===== src/hw/rtl/ktp_pkg.sv =====
// ----------------------------------------------------------------------------
// ktp_pkg
// Shared types and constants of the Kosinski token packer.
// ----------------------------------------------------------------------------
package ktp_pkg;

	// descriptor geometry
	localparam int FLAG_BITS = 16;
	localparam int LEFT_W    = 5;

	// token codes on the input channel
	typedef enum logic [1:0] {
		OP_LIT   = 2'd0,
		OP_MATCH = 2'd1,
		OP_END   = 2'd2
	} opcode_t;

	// match encoding limits
	localparam logic [13:0] DIST_NEAR   = 14'h100;
	localparam logic [8:0]  LEN_MIN     = 9'd2;
	localparam logic [8:0]  LEN_SHORT   = 9'd5;
	localparam logic [8:0]  LEN_MID     = 9'd9;
	localparam logic [8:0]  LEN_MAX     = 9'h100;
	localparam logic [7:0]  TERM_MARK   = 8'hF0;

	// one decoded token: descriptor bits in shift order, then its data bytes
	typedef struct packed {
		logic            is_end;
		logic [2:0]      nbits;
		logic [3:0]      bits;
		logic [1:0]      nbytes;
		logic [2:0][7:0] data;
	} cmd_t;

endpackage


===== src/hw/rtl/ktp_token_if.sv =====
// ----------------------------------------------------------------------------
// ktp_token_if
// Valid/ready channel carrying one LZSS token per beat.
// ----------------------------------------------------------------------------
interface ktp_token_if;
	logic        valid;
	logic        ready;
	logic [1:0]  opcode;
	logic [7:0]  literal_byte;
	logic [13:0] distance;
	logic [8:0]  length;

	modport source (output valid, opcode, literal_byte, distance, length, input ready);
	modport sink   (input valid, opcode, literal_byte, distance, length, output ready);
endinterface


===== src/hw/rtl/ktp_byte_if.sv =====
// ----------------------------------------------------------------------------
// ktp_byte_if
// Valid/ready channel carrying one compressed byte per beat.
// ----------------------------------------------------------------------------
interface ktp_byte_if;
	logic       valid;
	logic       ready;
	logic [7:0] out_byte;
	logic       run_last;
	logic       stream_done;

	modport source (output valid, out_byte, run_last, stream_done, input ready);
	modport sink   (input valid, out_byte, run_last, stream_done, output ready);
endinterface


===== src/hw/rtl/kosinski_token_packer_top.sv =====
// ----------------------------------------------------------------------------
// kosinski_token_packer_top
// Packs LZSS tokens into a Kosinski compressed byte stream.
// ----------------------------------------------------------------------------
// Tokens enter a classifier that drops opcode 3 and unencodable matches and
// writes the rest into a two-entry queue, so the input keeps taking tokens
// while the packer core is busy flushing, until the queue is full. The core
// handles one token at a time: it shifts in the descriptor bits, then writes
// each data byte into the group RAM (single write port). When the descriptor
// fills, the core streams 2 + N bytes (N held group bytes, at most 25)
// through the output register at one byte per cycle while the output is not
// stalled; the end mark always adds such a flush of its own. Apart from the
// end mark, no result comes out of a token that does not fill the descriptor.
// run_last marks the last byte of each token's output and stream_done the last
// byte of a stream; state then returns to its reset value.
// ----------------------------------------------------------------------------
module kosinski_token_packer_top import ktp_pkg::*; #(
	parameter int GROUP_DEPTH  = 32,
	parameter int MAX_DISTANCE = 8192
) (
	input  logic       clk,
	input  logic       arst_n,
	ktp_token_if.sink  token,
	ktp_byte_if.source stream
);

	logic push_valid;
	logic push_ready;
	cmd_t push_cmd;
	logic pop_valid;
	logic pop_ready;
	cmd_t pop_cmd;

	// token classification
	ktp_front #(
		.MAX_DISTANCE (MAX_DISTANCE)
	) u_front (
		.token      (token),
		.push_valid (push_valid),
		.push_ready (push_ready),
		.push_cmd   (push_cmd)
	);

	// decoupling queue
	ktp_fifo u_fifo (
		.clk        (clk),
		.arst_n     (arst_n),
		.push_valid (push_valid),
		.push_ready (push_ready),
		.push_cmd   (push_cmd),
		.pop_valid  (pop_valid),
		.pop_ready  (pop_ready),
		.pop_cmd    (pop_cmd)
	);

	// packer core
	ktp_back #(
		.GROUP_DEPTH (GROUP_DEPTH)
	) u_back (
		.clk       (clk),
		.arst_n    (arst_n),
		.pop_valid (pop_valid),
		.pop_ready (pop_ready),
		.pop_cmd   (pop_cmd),
		.stream    (stream)
	);

endmodule


===== src/hw/rtl/ktp_ram.sv =====
// ----------------------------------------------------------------------------
// ktp_ram
// Generic single write port, single read port RAM with registered read.
// ----------------------------------------------------------------------------
module ktp_ram #(
	parameter int WIDTH = 8,
	parameter int DEPTH = 32
) (
	input  logic                     clk,
	input  logic                     wr_en,
	input  logic [$clog2(DEPTH)-1:0] wr_addr,
	input  logic [WIDTH-1:0]         wr_data,
	input  logic                     rd_en,
	input  logic [$clog2(DEPTH)-1:0] rd_addr,
	output logic [WIDTH-1:0]         rd_data
);

	logic [WIDTH-1:0] mem_q [DEPTH];

	// write port and registered read port; read data holds while rd_en is low
	always_ff @(posedge clk) begin
		if (wr_en) begin
			mem_q[wr_addr] <= wr_data;
		end
		if (rd_en) begin
			rd_data <= mem_q[rd_addr];
		end
	end

endmodule


===== src/hw/rtl/ktp_front.sv =====
// ----------------------------------------------------------------------------
// ktp_front
// Token classifier: checks a token and turns it into descriptor bits and
// data bytes for the command queue.
// ----------------------------------------------------------------------------
module ktp_front import ktp_pkg::*; #(
	parameter int MAX_DISTANCE = 8192
) (
	ktp_token_if.sink  token,
	output logic       push_valid,
	input  logic       push_ready,
	output cmd_t       push_cmd
);

	logic [15:0] nd;
	logic [7:0]  l2;
	logic        keep;
	logic        match_ok;

	// negated distance and biased length
	assign nd = ~{2'b00, token.distance} + 16'd1;
	assign l2 = 8'(token.length - LEN_MIN);

	// match range checks
	assign match_ok = (token.distance != 14'd0)
		&& (token.distance <= 14'(MAX_DISTANCE))
		&& (token.length >= LEN_MIN) && (token.length <= LEN_MAX)
		&& !((token.length == LEN_MIN) && (token.distance > DIST_NEAR));

	// token decode
	always_comb begin
		keep     = 1'b0;
		push_cmd = '0;
		unique case (token.opcode)
			OP_LIT: begin
				keep             = 1'b1;
				push_cmd.nbits   = 3'd1;
				push_cmd.bits    = 4'b0001;
				push_cmd.nbytes  = 2'd1;
				push_cmd.data[0] = token.literal_byte;
			end
			OP_MATCH: begin
				keep             = match_ok;
				push_cmd.data[0] = nd[7:0];
				if ((token.length <= LEN_SHORT) && (token.distance <= DIST_NEAR)) begin
					push_cmd.nbits  = 3'd4;
					push_cmd.bits   = {l2[0], l2[1], 2'b00};
					push_cmd.nbytes = 2'd1;
				end else if (token.length <= LEN_MID) begin
					push_cmd.nbits   = 3'd2;
					push_cmd.bits    = 4'b0010;
					push_cmd.nbytes  = 2'd2;
					push_cmd.data[1] = {nd[12:8], l2[2:0]};
				end else begin
					push_cmd.nbits   = 3'd2;
					push_cmd.bits    = 4'b0010;
					push_cmd.nbytes  = 2'd3;
					push_cmd.data[1] = {nd[12:8], 3'b000};
					push_cmd.data[2] = 8'(token.length - 9'd1);
				end
			end
			OP_END: begin
				keep             = 1'b1;
				push_cmd.is_end  = 1'b1;
				push_cmd.nbits   = 3'd2;
				push_cmd.bits    = 4'b0010;
				push_cmd.nbytes  = 2'd3;
				push_cmd.data[1] = TERM_MARK;
			end
			default: begin
				keep = 1'b0;
			end
		endcase
	end

	// dropped tokens are taken without a queue entry
	assign token.ready = push_ready;
	assign push_valid  = token.valid && keep;

endmodule


===== src/hw/rtl/ktp_fifo.sv =====
// ----------------------------------------------------------------------------
// ktp_fifo
// Two-entry command queue between the classifier and the packer core.
// ----------------------------------------------------------------------------
module ktp_fifo import ktp_pkg::*; (
	input  logic clk,
	input  logic arst_n,
	input  logic push_valid,
	output logic push_ready,
	input  cmd_t push_cmd,
	output logic pop_valid,
	input  logic pop_ready,
	output cmd_t pop_cmd
);

	cmd_t       entry_q [2];
	logic       wr_ptr_q;
	logic       rd_ptr_q;
	logic [1:0] fill_q;
	logic       do_push;
	logic       do_pop;

	assign push_ready = (fill_q != 2'd2);
	assign pop_valid  = (fill_q != 2'd0);
	assign pop_cmd    = entry_q[rd_ptr_q];
	assign do_push    = push_valid && push_ready;
	assign do_pop     = pop_valid && pop_ready;

	// pointers and fill level
	always_ff @(posedge clk or negedge arst_n) begin
		if (!arst_n) begin
			wr_ptr_q <= 1'b0;
			rd_ptr_q <= 1'b0;
			fill_q   <= 2'd0;
		end else begin
			if (do_push) begin
				wr_ptr_q <= ~wr_ptr_q;
			end
			if (do_pop) begin
				rd_ptr_q <= ~rd_ptr_q;
			end
			if (do_push && !do_pop) begin
				fill_q <= fill_q + 2'd1;
			end else if (do_pop && !do_push) begin
				fill_q <= fill_q - 2'd1;
			end
		end
	end

	// entry storage
	always_ff @(posedge clk) begin
		if (do_push) begin
			entry_q[wr_ptr_q] <= push_cmd;
		end
	end

endmodule


===== src/hw/rtl/ktp_back.sv =====
// ----------------------------------------------------------------------------
// ktp_back
// Packer core: shifts descriptor bits, holds group bytes in RAM and streams
// both out, one byte per cycle unless stalled, when the descriptor fills.
// ----------------------------------------------------------------------------
module ktp_back import ktp_pkg::*; #(
	parameter int GROUP_DEPTH = 32
) (
	input  logic       clk,
	input  logic       arst_n,
	input  logic       pop_valid,
	output logic       pop_ready,
	input  cmd_t       pop_cmd,
	ktp_byte_if.source stream
);

	localparam int CW = $clog2(GROUP_DEPTH + 1);
	localparam int AW = $clog2(GROUP_DEPTH);

	typedef enum logic [2:0] {
		ST_IDLE,
		ST_DLO,
		ST_DHI,
		ST_GRP,
		ST_HOLD
	} state_t;

	state_t            state_q;
	logic [15:0]       shift_q;
	logic [LEFT_W-1:0] left_q;
	logic [CW-1:0]     count_q;
	logic [CW-1:0]     idx_q;
	logic [1:0]        hold_idx_q;
	logic              final_q;
	cmd_t              cmd_q;
	logic [15:0]       desc_q;
	logic              out_valid_q;
	logic [7:0]        out_byte_q;
	logic              out_last_q;
	logic              out_done_q;

	logic              can_emit;
	logic              load_out;
	logic              fill;
	logic [15:0]       shift_new;
	logic [15:0]       desc_fill;
	logic [LEFT_W-1:0] left_new;
	logic [LEFT_W-1:0] nbits_ext;
	logic              grp_end;
	logic              hold_end;
	logic              flush_last;
	logic              ram_wr_en;
	logic              ram_rd_en;
	logic [AW-1:0]     ram_rd_addr;
	logic [7:0]        ram_rd_data;

	// output register frees when empty or taken
	assign can_emit = !out_valid_q || stream.ready;
	assign pop_ready = (state_q == ST_IDLE);

	// a new beat enters the output register in the flush states
	assign load_out = can_emit
		&& ((state_q == ST_DLO) || (state_q == ST_DHI) || (state_q == ST_GRP));

	// descriptor update for the command at the queue head
	always_comb begin
		shift_new = shift_q;
		desc_fill = shift_q;
		for (int i = 0; i < 4; i++) begin
			if (3'(i) < pop_cmd.nbits) begin
				shift_new = {pop_cmd.bits[i], shift_new[15:1]};
				if (LEFT_W'(i + 1) == left_q) begin
					desc_fill = shift_new;
				end
			end
		end
	end

	assign nbits_ext = {2'b00, pop_cmd.nbits};
	assign fill      = (nbits_ext >= left_q);
	assign left_new  = fill ? (LEFT_W'(FLAG_BITS) - (nbits_ext - left_q)) : (left_q - nbits_ext);

	// flush sequencing
	assign grp_end    = (idx_q == count_q);
	assign hold_end   = (hold_idx_q == (cmd_q.nbytes - 2'd1));
	assign flush_last = !cmd_q.is_end || final_q;

	// group RAM control
	assign ram_wr_en   = (state_q == ST_HOLD) && (count_q < CW'(GROUP_DEPTH));
	assign ram_rd_en   = can_emit && (((state_q == ST_DHI) && (count_q != '0))
		|| ((state_q == ST_GRP) && !grp_end));
	assign ram_rd_addr = (state_q == ST_DHI) ? '0 : idx_q[AW-1:0];

	ktp_ram #(
		.WIDTH (8),
		.DEPTH (GROUP_DEPTH)
	) u_group_ram (
		.clk     (clk),
		.wr_en   (ram_wr_en),
		.wr_addr (count_q[AW-1:0]),
		.wr_data (cmd_q.data[hold_idx_q]),
		.rd_en   (ram_rd_en),
		.rd_addr (ram_rd_addr),
		.rd_data (ram_rd_data)
	);

	// sequencer and output register
	always_ff @(posedge clk or negedge arst_n) begin
		if (!arst_n) begin
			state_q     <= ST_IDLE;
			shift_q     <= '0;
			left_q      <= LEFT_W'(FLAG_BITS);
			count_q     <= '0;
			idx_q       <= '0;
			hold_idx_q  <= '0;
			final_q     <= 1'b0;
			cmd_q       <= '0;
			desc_q      <= '0;
			out_valid_q <= 1'b0;
			out_byte_q  <= '0;
			out_last_q  <= 1'b0;
			out_done_q  <= 1'b0;
		end else begin
			if (load_out) begin
				out_valid_q <= 1'b1;
			end else if (stream.ready) begin
				out_valid_q <= 1'b0;
			end
			unique case (state_q)
				ST_IDLE: begin
					if (pop_valid) begin
						cmd_q      <= pop_cmd;
						shift_q    <= shift_new;
						left_q     <= left_new;
						hold_idx_q <= '0;
						final_q    <= 1'b0;
						desc_q     <= desc_fill;
						state_q    <= fill ? ST_DLO : ST_HOLD;
					end
				end
				ST_DLO: begin
					if (can_emit) begin
						out_byte_q  <= desc_q[7:0];
						out_last_q  <= 1'b0;
						out_done_q  <= 1'b0;
						state_q     <= ST_DHI;
					end
				end
				ST_DHI: begin
					if (can_emit) begin
						out_byte_q  <= desc_q[15:8];
						out_last_q  <= (count_q == '0) && flush_last;
						out_done_q  <= (count_q == '0) && final_q;
						idx_q       <= CW'(1);
						if (count_q != '0) begin
							state_q <= ST_GRP;
						end else begin
							count_q <= '0;
							if (final_q) begin
								shift_q <= '0;
								left_q  <= LEFT_W'(FLAG_BITS);
								state_q <= ST_IDLE;
							end else begin
								state_q <= ST_HOLD;
							end
						end
					end
				end
				ST_GRP: begin
					if (can_emit) begin
						out_byte_q  <= ram_rd_data;
						out_last_q  <= grp_end && flush_last;
						out_done_q  <= grp_end && final_q;
						if (!grp_end) begin
							idx_q <= idx_q + CW'(1);
						end else begin
							count_q <= '0;
							if (final_q) begin
								shift_q <= '0;
								left_q  <= LEFT_W'(FLAG_BITS);
								state_q <= ST_IDLE;
							end else begin
								state_q <= ST_HOLD;
							end
						end
					end
				end
				ST_HOLD: begin
					if (count_q < CW'(GROUP_DEPTH)) begin
						count_q <= count_q + CW'(1);
					end
					hold_idx_q <= hold_idx_q + 2'd1;
					if (hold_end) begin
						if (cmd_q.is_end) begin
							desc_q  <= shift_q >> left_q;
							final_q <= 1'b1;
							state_q <= ST_DLO;
						end else begin
							state_q <= ST_IDLE;
						end
					end
				end
				default: begin
					state_q <= ST_IDLE;
				end
			endcase
		end
	end

	assign stream.valid       = out_valid_q;
	assign stream.out_byte    = out_byte_q;
	assign stream.run_last    = out_last_q;
	assign stream.stream_done = out_done_q;

endmodule


===== src/flat_wrapper.sv =====
// flat-port wrapper written by rule: the top's interface ports become plain ports
module kosinski_token_packer_top_flat import ktp_pkg::*;
#(
	parameter int GROUP_DEPTH  = 32,
	parameter int MAX_DISTANCE = 8192
)
  (clk, arst_n, token_valid, token_opcode, token_literal_byte, token_distance, token_length, token_ready, stream_valid, stream_out_byte, stream_run_last, stream_stream_done, stream_ready);
  ktp_token_if token_i ();
  ktp_byte_if stream_i ();
  input  logic clk;
  input  logic arst_n;
  input wire logic [$bits(token_i.valid)-1:0] token_valid;
  input wire logic [$bits(token_i.opcode)-1:0] token_opcode;
  input wire logic [$bits(token_i.literal_byte)-1:0] token_literal_byte;
  input wire logic [$bits(token_i.distance)-1:0] token_distance;
  input wire logic [$bits(token_i.length)-1:0] token_length;
  output wire logic [$bits(token_i.ready)-1:0] token_ready;
  output wire logic [$bits(stream_i.valid)-1:0] stream_valid;
  output wire logic [$bits(stream_i.out_byte)-1:0] stream_out_byte;
  output wire logic [$bits(stream_i.run_last)-1:0] stream_run_last;
  output wire logic [$bits(stream_i.stream_done)-1:0] stream_stream_done;
  input wire logic [$bits(stream_i.ready)-1:0] stream_ready;
  assign token_i.valid = token_valid;
  assign token_i.opcode = token_opcode;
  assign token_i.literal_byte = token_literal_byte;
  assign token_i.distance = token_distance;
  assign token_i.length = token_length;
  assign token_ready = token_i.ready;
  assign stream_valid = stream_i.valid;
  assign stream_out_byte = stream_i.out_byte;
  assign stream_run_last = stream_i.run_last;
  assign stream_stream_done = stream_i.stream_done;
  assign stream_i.ready = stream_ready;
  kosinski_token_packer_top #(.GROUP_DEPTH(GROUP_DEPTH), .MAX_DISTANCE(MAX_DISTANCE)) u_core (.clk(clk), .arst_n(arst_n), .token(token_i), .stream(stream_i));
endmodule

===== config.mk =====
export PLATFORM = sky130hd
export DESIGN_NAME = kosinski_token_packer_top_flat
export DESIGN_NICKNAME = d
export VERILOG_FILES = /design/src/hw/rtl/ktp_pkg.sv /design/src/hw/rtl/ktp_token_if.sv /design/src/hw/rtl/ktp_byte_if.sv /design/src/hw/rtl/kosinski_token_packer_top.sv /design/src/hw/rtl/ktp_ram.sv /design/src/hw/rtl/ktp_front.sv /design/src/hw/rtl/ktp_fifo.sv /design/src/hw/rtl/ktp_back.sv /design/src/flat_wrapper.sv
export SDC_FILE = /design/constraint.sdc
export NUM_CORES = 1
export LEC_CHECK = 0
export BUFFER_PORTS_ARGS = -buffer_cell sky130_fd_sc_hd__buf_2
export CAP_MARGIN = 20
export CORE_AREA = 10 10 234 236
export DETAILED_ROUTE_END_ITERATION = 6
export DIE_AREA = 0 0 244 246
export MAX_ROUTING_LAYER = met4
export PLACE_DENSITY = 0.59
export SLEW_MARGIN = 30
export SYNTH_ARGS = -nofsm -noshare
export SYNTH_HDL_FRONTEND = slang
export SYNTH_HIERARCHICAL = 1
export SYNTH_SLANG_ARGS = --single-unit

===== constraint.sdc =====
create_clock -name clk -period 3.71 [get_ports clk]
set_input_delay 0.371 -clock clk [delete_from_list [all_inputs] [get_ports clk]]
set_output_delay 0.371 -clock clk [all_outputs]
set_load 0.02 [all_outputs]

==> out/results.txt <==
status - complete, no violations
clock transition at the registers of the reported paths - 0.06 ns
Final period util - 82.3%
Sw Share - 37.6%
total leakage power - 8.56 nW
Finished Layout Cells - 2287
Synth Flop Type - edfxtp_1
crit path max-delay cell type - mux4_2
post-route setup slack - 0.656 ns
port buffer count - 48
syn_area_per_cell - 13.7 um2
Worst slew margin - 34.5%
Hold Crit Class - primary input to register
Setup Fix Bufs, Post-CTS - 0
Worst Setup SP - u_core/u_back/state_q[0]$_DFFE_PN0P_
CTS buffer count - 46
Die Y-Extent - 246 um
htree depth - 2
Post-Syn Instances - 1512
DRT Wirelength - 51300 um
I/O pins - 49
Pwr Density - 856 nW/um2
setup violation total in the final timing report - 0
worst-path fanout max - 16
antenna diode count - 0
via count - 13000
crit-path max cell delay - 0.55 ns
r2r setup slk - 0.66 ns
final max-slew violation count - 0
Clock power frac - 21.7%
vias per cell - 5.70
Psw - 7.58 mW
delay-heaviest family, CP - multiplexers
Worst R2R Start - u_core/u_back/state_q[0]$_DFFE_PN0P_
nature of the critical path endpoint - register
Tmin final - 3.05 ns
async set-reset flop share out of synthesis - 22.6%
vias in the first global route - 12900
# DRC - 0
gr usage total - 17.3%
syn nets - 1578
post-synthesis sequential area ratio - 59.6%
synthesized flop and latch total - 429
critical path cell sequence - buf_4, nor2_1, nor2b_4, buf_4, mux4_2, mux4_2, mux2_2
r2r endpoint - u_core/u_back/u_group_ram/rd_data[0]$_DFFE_PP_
routability cong. - 0.931
Worst Hold Margin - 0.126 ns
Gate power share - 41.6%
Worst R2R Path Depth - 7
initial antenna violation count - 0
ANT nets after route - 0
Fill cells - 4407
clk_lat worst skew - 0.59 ns
Achievable Freq - 0.327 GHz
Internal - 12.6 mW
core area - 49900 um2
Iteration-0 DRC Markers - 1070
CTS tree - done
setup TNS - 0 ns
CTS Hold Buffers Added - 1
Critical Path Start Type - register
Netlist Area Pre-Place - 20800 um2
dpl ws - 0.500 ns
area grow syn2layout - 13.2%
CTS Sinks - 429
worst vdd ir - 0.000443 V
Crit. path cell count - 7
global-route wire length before repair - 78500 um
register share of total power - 36.7%
first-pass detailed-route iteration total - 5
Post-DP HPWL - 34500 um
MaxCap Viol Count - 0
final hold viol count - 0
synth unique cells - 88
grt ovf - 0
clock buffer depth - 3
Ys Warns - 6
Setup crit end - u_core/u_back/u_group_ram/rd_data[0]$_DFFE_PP_
Initial Utilization - 41.7%
critical path arrival - 3.38 ns
RSZ-0062 raised after global routing - no
share of cells above drive strength 1 - 23.3%
largest net degree at the start of global routing - 65
root buf cell - clkbuf_16
buffers plus inverters on the worst setup path - 2
Post-synth EDFFs - 332
Clock Skew - 0.0283 ns
Crit Path Category - register to register
WP data required - 4.04 ns
Worst Tran Pin Value - 0.980 ns
Inst Count DP - 2203
die span in x - 244 um
die area - 60000 um2
routed len/inst - 22.4 um
Rows - 82
post-cts gate resize count - 0
nets - 1646
[routing by layer]
metal,share of wire (%),vias up,track usage [%]
met1,44,6674,23.0
met3,5.3,68,2.45
met5,0,-,-
met4,2.1,0,5.11
met2,48,390,27.3
li1,-,5908,-
[synthesized netlist by cell type, types with 5 or more instances]
master,instances,area share (%)
mux2_2,33,1.8
or3_1,9,0.27
nand3b_1,7,0.25
and2_1,5,0.15
nor2_1,103,1.9
edfxtp_1,332,48
nand2_1,167,3.0
o22ai_1,14,0.42
a2bb2oi_1,5,0.21
inv_1,40,0.72
nor3_1,18,0.43
ha_1,26,1.6
o211ai_1,13,0.47
nand3_1,27,0.65
and3_1,5,0.15
buf_2,18,0.43
or3b_2,5,0.21
xor2_1,18,0.76
a21oi_1,39,0.94
a211oi_1,13,0.47
mux2i_1,66,3.2
a221oi_1,9,0.38
xnor2_1,13,0.55
dfrtp_1,96,12
o21ai_0,85,2.0
a22o_1,8,0.34
buf_1,8,0.14
mux4_2,88,9.5
buf_4,11,0.40
nand4_1,9,0.27
nor4_1,6,0.18
clkbuf_1,60,1.1
a32oi_1,7,0.29
nand2b_1,7,0.21
nor2b_1,12,0.36
mux2_4,29,2.1
a31oi_1,8,0.24
[power groups by stage]
| stage | registers, mW | logic, mW | clock network, mW |
|---|---|---|---|
| floorplan | 7.10 | 6.14 | 0 |
| global placement | 7.46 | 8.24 | 0 |
| detailed placement | 7.48 | 8.36 | 0 |
| CTS | 7.38 | 8.39 | 4.47 |
| global route | 7.48 | 9.09 | 4.67 |
| finish | 7.40 | 8.38 | 4.37 |
[placed cells by master, fill, tap and decap left out, types with 6 or more instances in the layout]
cell type / n
a211oi_1: 13
a21oi_1: 39
a221oi_1: 9
a22o_1: 8
a31oi_1: 8
a32oi_1: 7
buf_12: 7
buf_2: 47
buf_4: 67
clkbuf_1: 12
clkbuf_16: 48
clkbuf_8: 6
clkinv_1: 6
dfrtp_1: 95
edfxtp_1: 332
ha_1: 26
inv_1: 40
mux2_2: 33
mux2_4: 29
mux2i_1: 66
mux4_2: 88
nand2_1: 167
nand2b_1: 7
nand3_1: 27
nand3b_1: 7
nand4_1: 9
nor2_1: 102
nor2b_1: 9
nor3_1: 18
nor4_1: 6
o211ai_1: 13
o21ai_0: 77
o21ai_2: 8
o22ai_1: 14
or3_1: 9
xnor2_1: 13
xor2_1: 18
[state kept, by name, indices dropped and copies added (netlist names)]
name and flops:
u_core/u_back/count_q 6, u_core/u_back/final_q 1, u_core/u_back/desc_q 16, u_core/u_back/left_q 5
u_core/u_back/stream.run_last 1, u_core/u_back/stream.out_byte 8, u_core/u_back/cmd_q 27, u_core/u_back/hold_idx_q 2
u_core/u_back/stream.stream_done 1, u_core/u_back/state_q 3, u_core/u_back/u_group_ram/mem_q 256, u_core/u_fifo/fill_q 2
u_core/u_back/stream.valid 1, u_core/u_fifo/entry_q 68, u_core/u_back/idx_q 6, u_core/u_fifo/wr_ptr_q 1
u_core/u_back/shift_q 16, u_core/u_back/u_group_ram/rd_data 8, u_core/u_fifo/rd_ptr_q 1
[area by class of cell]
class	instances	area, um2	share of cell area (%)
Clock buffer	66	1330	5.65
Clock inverter	17	115	0.489
Inverter	42	158	0.670
Multi-Input combinational cell	938	7770	33.0
Sequential cell	429	12400	52.7
Tap cell	672	841	3.57
Timing Repair Buffer	123	916	3.89
[worst min path at each step]
stage | from | endpoint | slack (ns) | cells past startpoint
2_1_floorplan | arst_n | u_core/u_back/cmd_q[0]$_DFFE_PN0P_ | 0.08 | 0
3_3_place_gp | u_core/u_back/cmd_q[17]$_DFFE_PN0P_ | u_core/u_back/cmd_q[17]$_DFFE_PN0P_ | 0.46 | 2
3_5_place_dp | arst_n | u_core/u_back/shift_q[2]$_DFFE_PN0P_ | 0.36 | 1
4_1_cts | token_literal_byte[4] | u_core/u_fifo/entry_q[1][4]$_DFFE_PP_ | 0.09 | 2
5_1_grt | token_literal_byte[4] | u_core/u_fifo/entry_q[1][4]$_DFFE_PP_ | 0.12 | 2
6_report | token_literal_byte[3] | u_core/u_fifo/entry_q[1][3]$_DFFE_PP_ | 0.13 | 3
[worst register-to-register path: stages, from the launching register on]
cell and delay, ns:
dfrtp_1 0.34, buf_4 0.24, nor2_1 0.13, nor2b_4 0.36
buf_4 0.39, mux4_2 0.56, mux4_2 0.49, mux2_2 0.28
[kinds of logic (layout without fill, tap and decap cells)]
kind of cell | Yosys count | count (layout) | share of synthesized area (%)
DFF | 429 | 429 | 59.6
buffers and inverters | 145 | 248 | 3.24
adders and majority gates | 29 | 29 | 1.85
AOI/OAI and AO/OA | 257 | 257 | 8.08
xor gates and xnor gates | 31 | 31 | 1.31
and+or+nand+nor | 405 | 405 | 9.29
muxes | 216 | 216 | 16.6
[per-stage QoR]
step / utilization, % / power, mW / area (um2)
after CTS: 47.2 / 20.2 / 23500
final: 47.2 / 20.1 / 23500
after global routing: 47.2 / 21.2 / 23500
after floorplan: - / 13.2 / 20800
after detailed placement: 44.3 / 15.8 / 22100
after global placement: 44.2 / 15.7 / 22000
No activity file was read; power rests on OpenSTA's default activity.
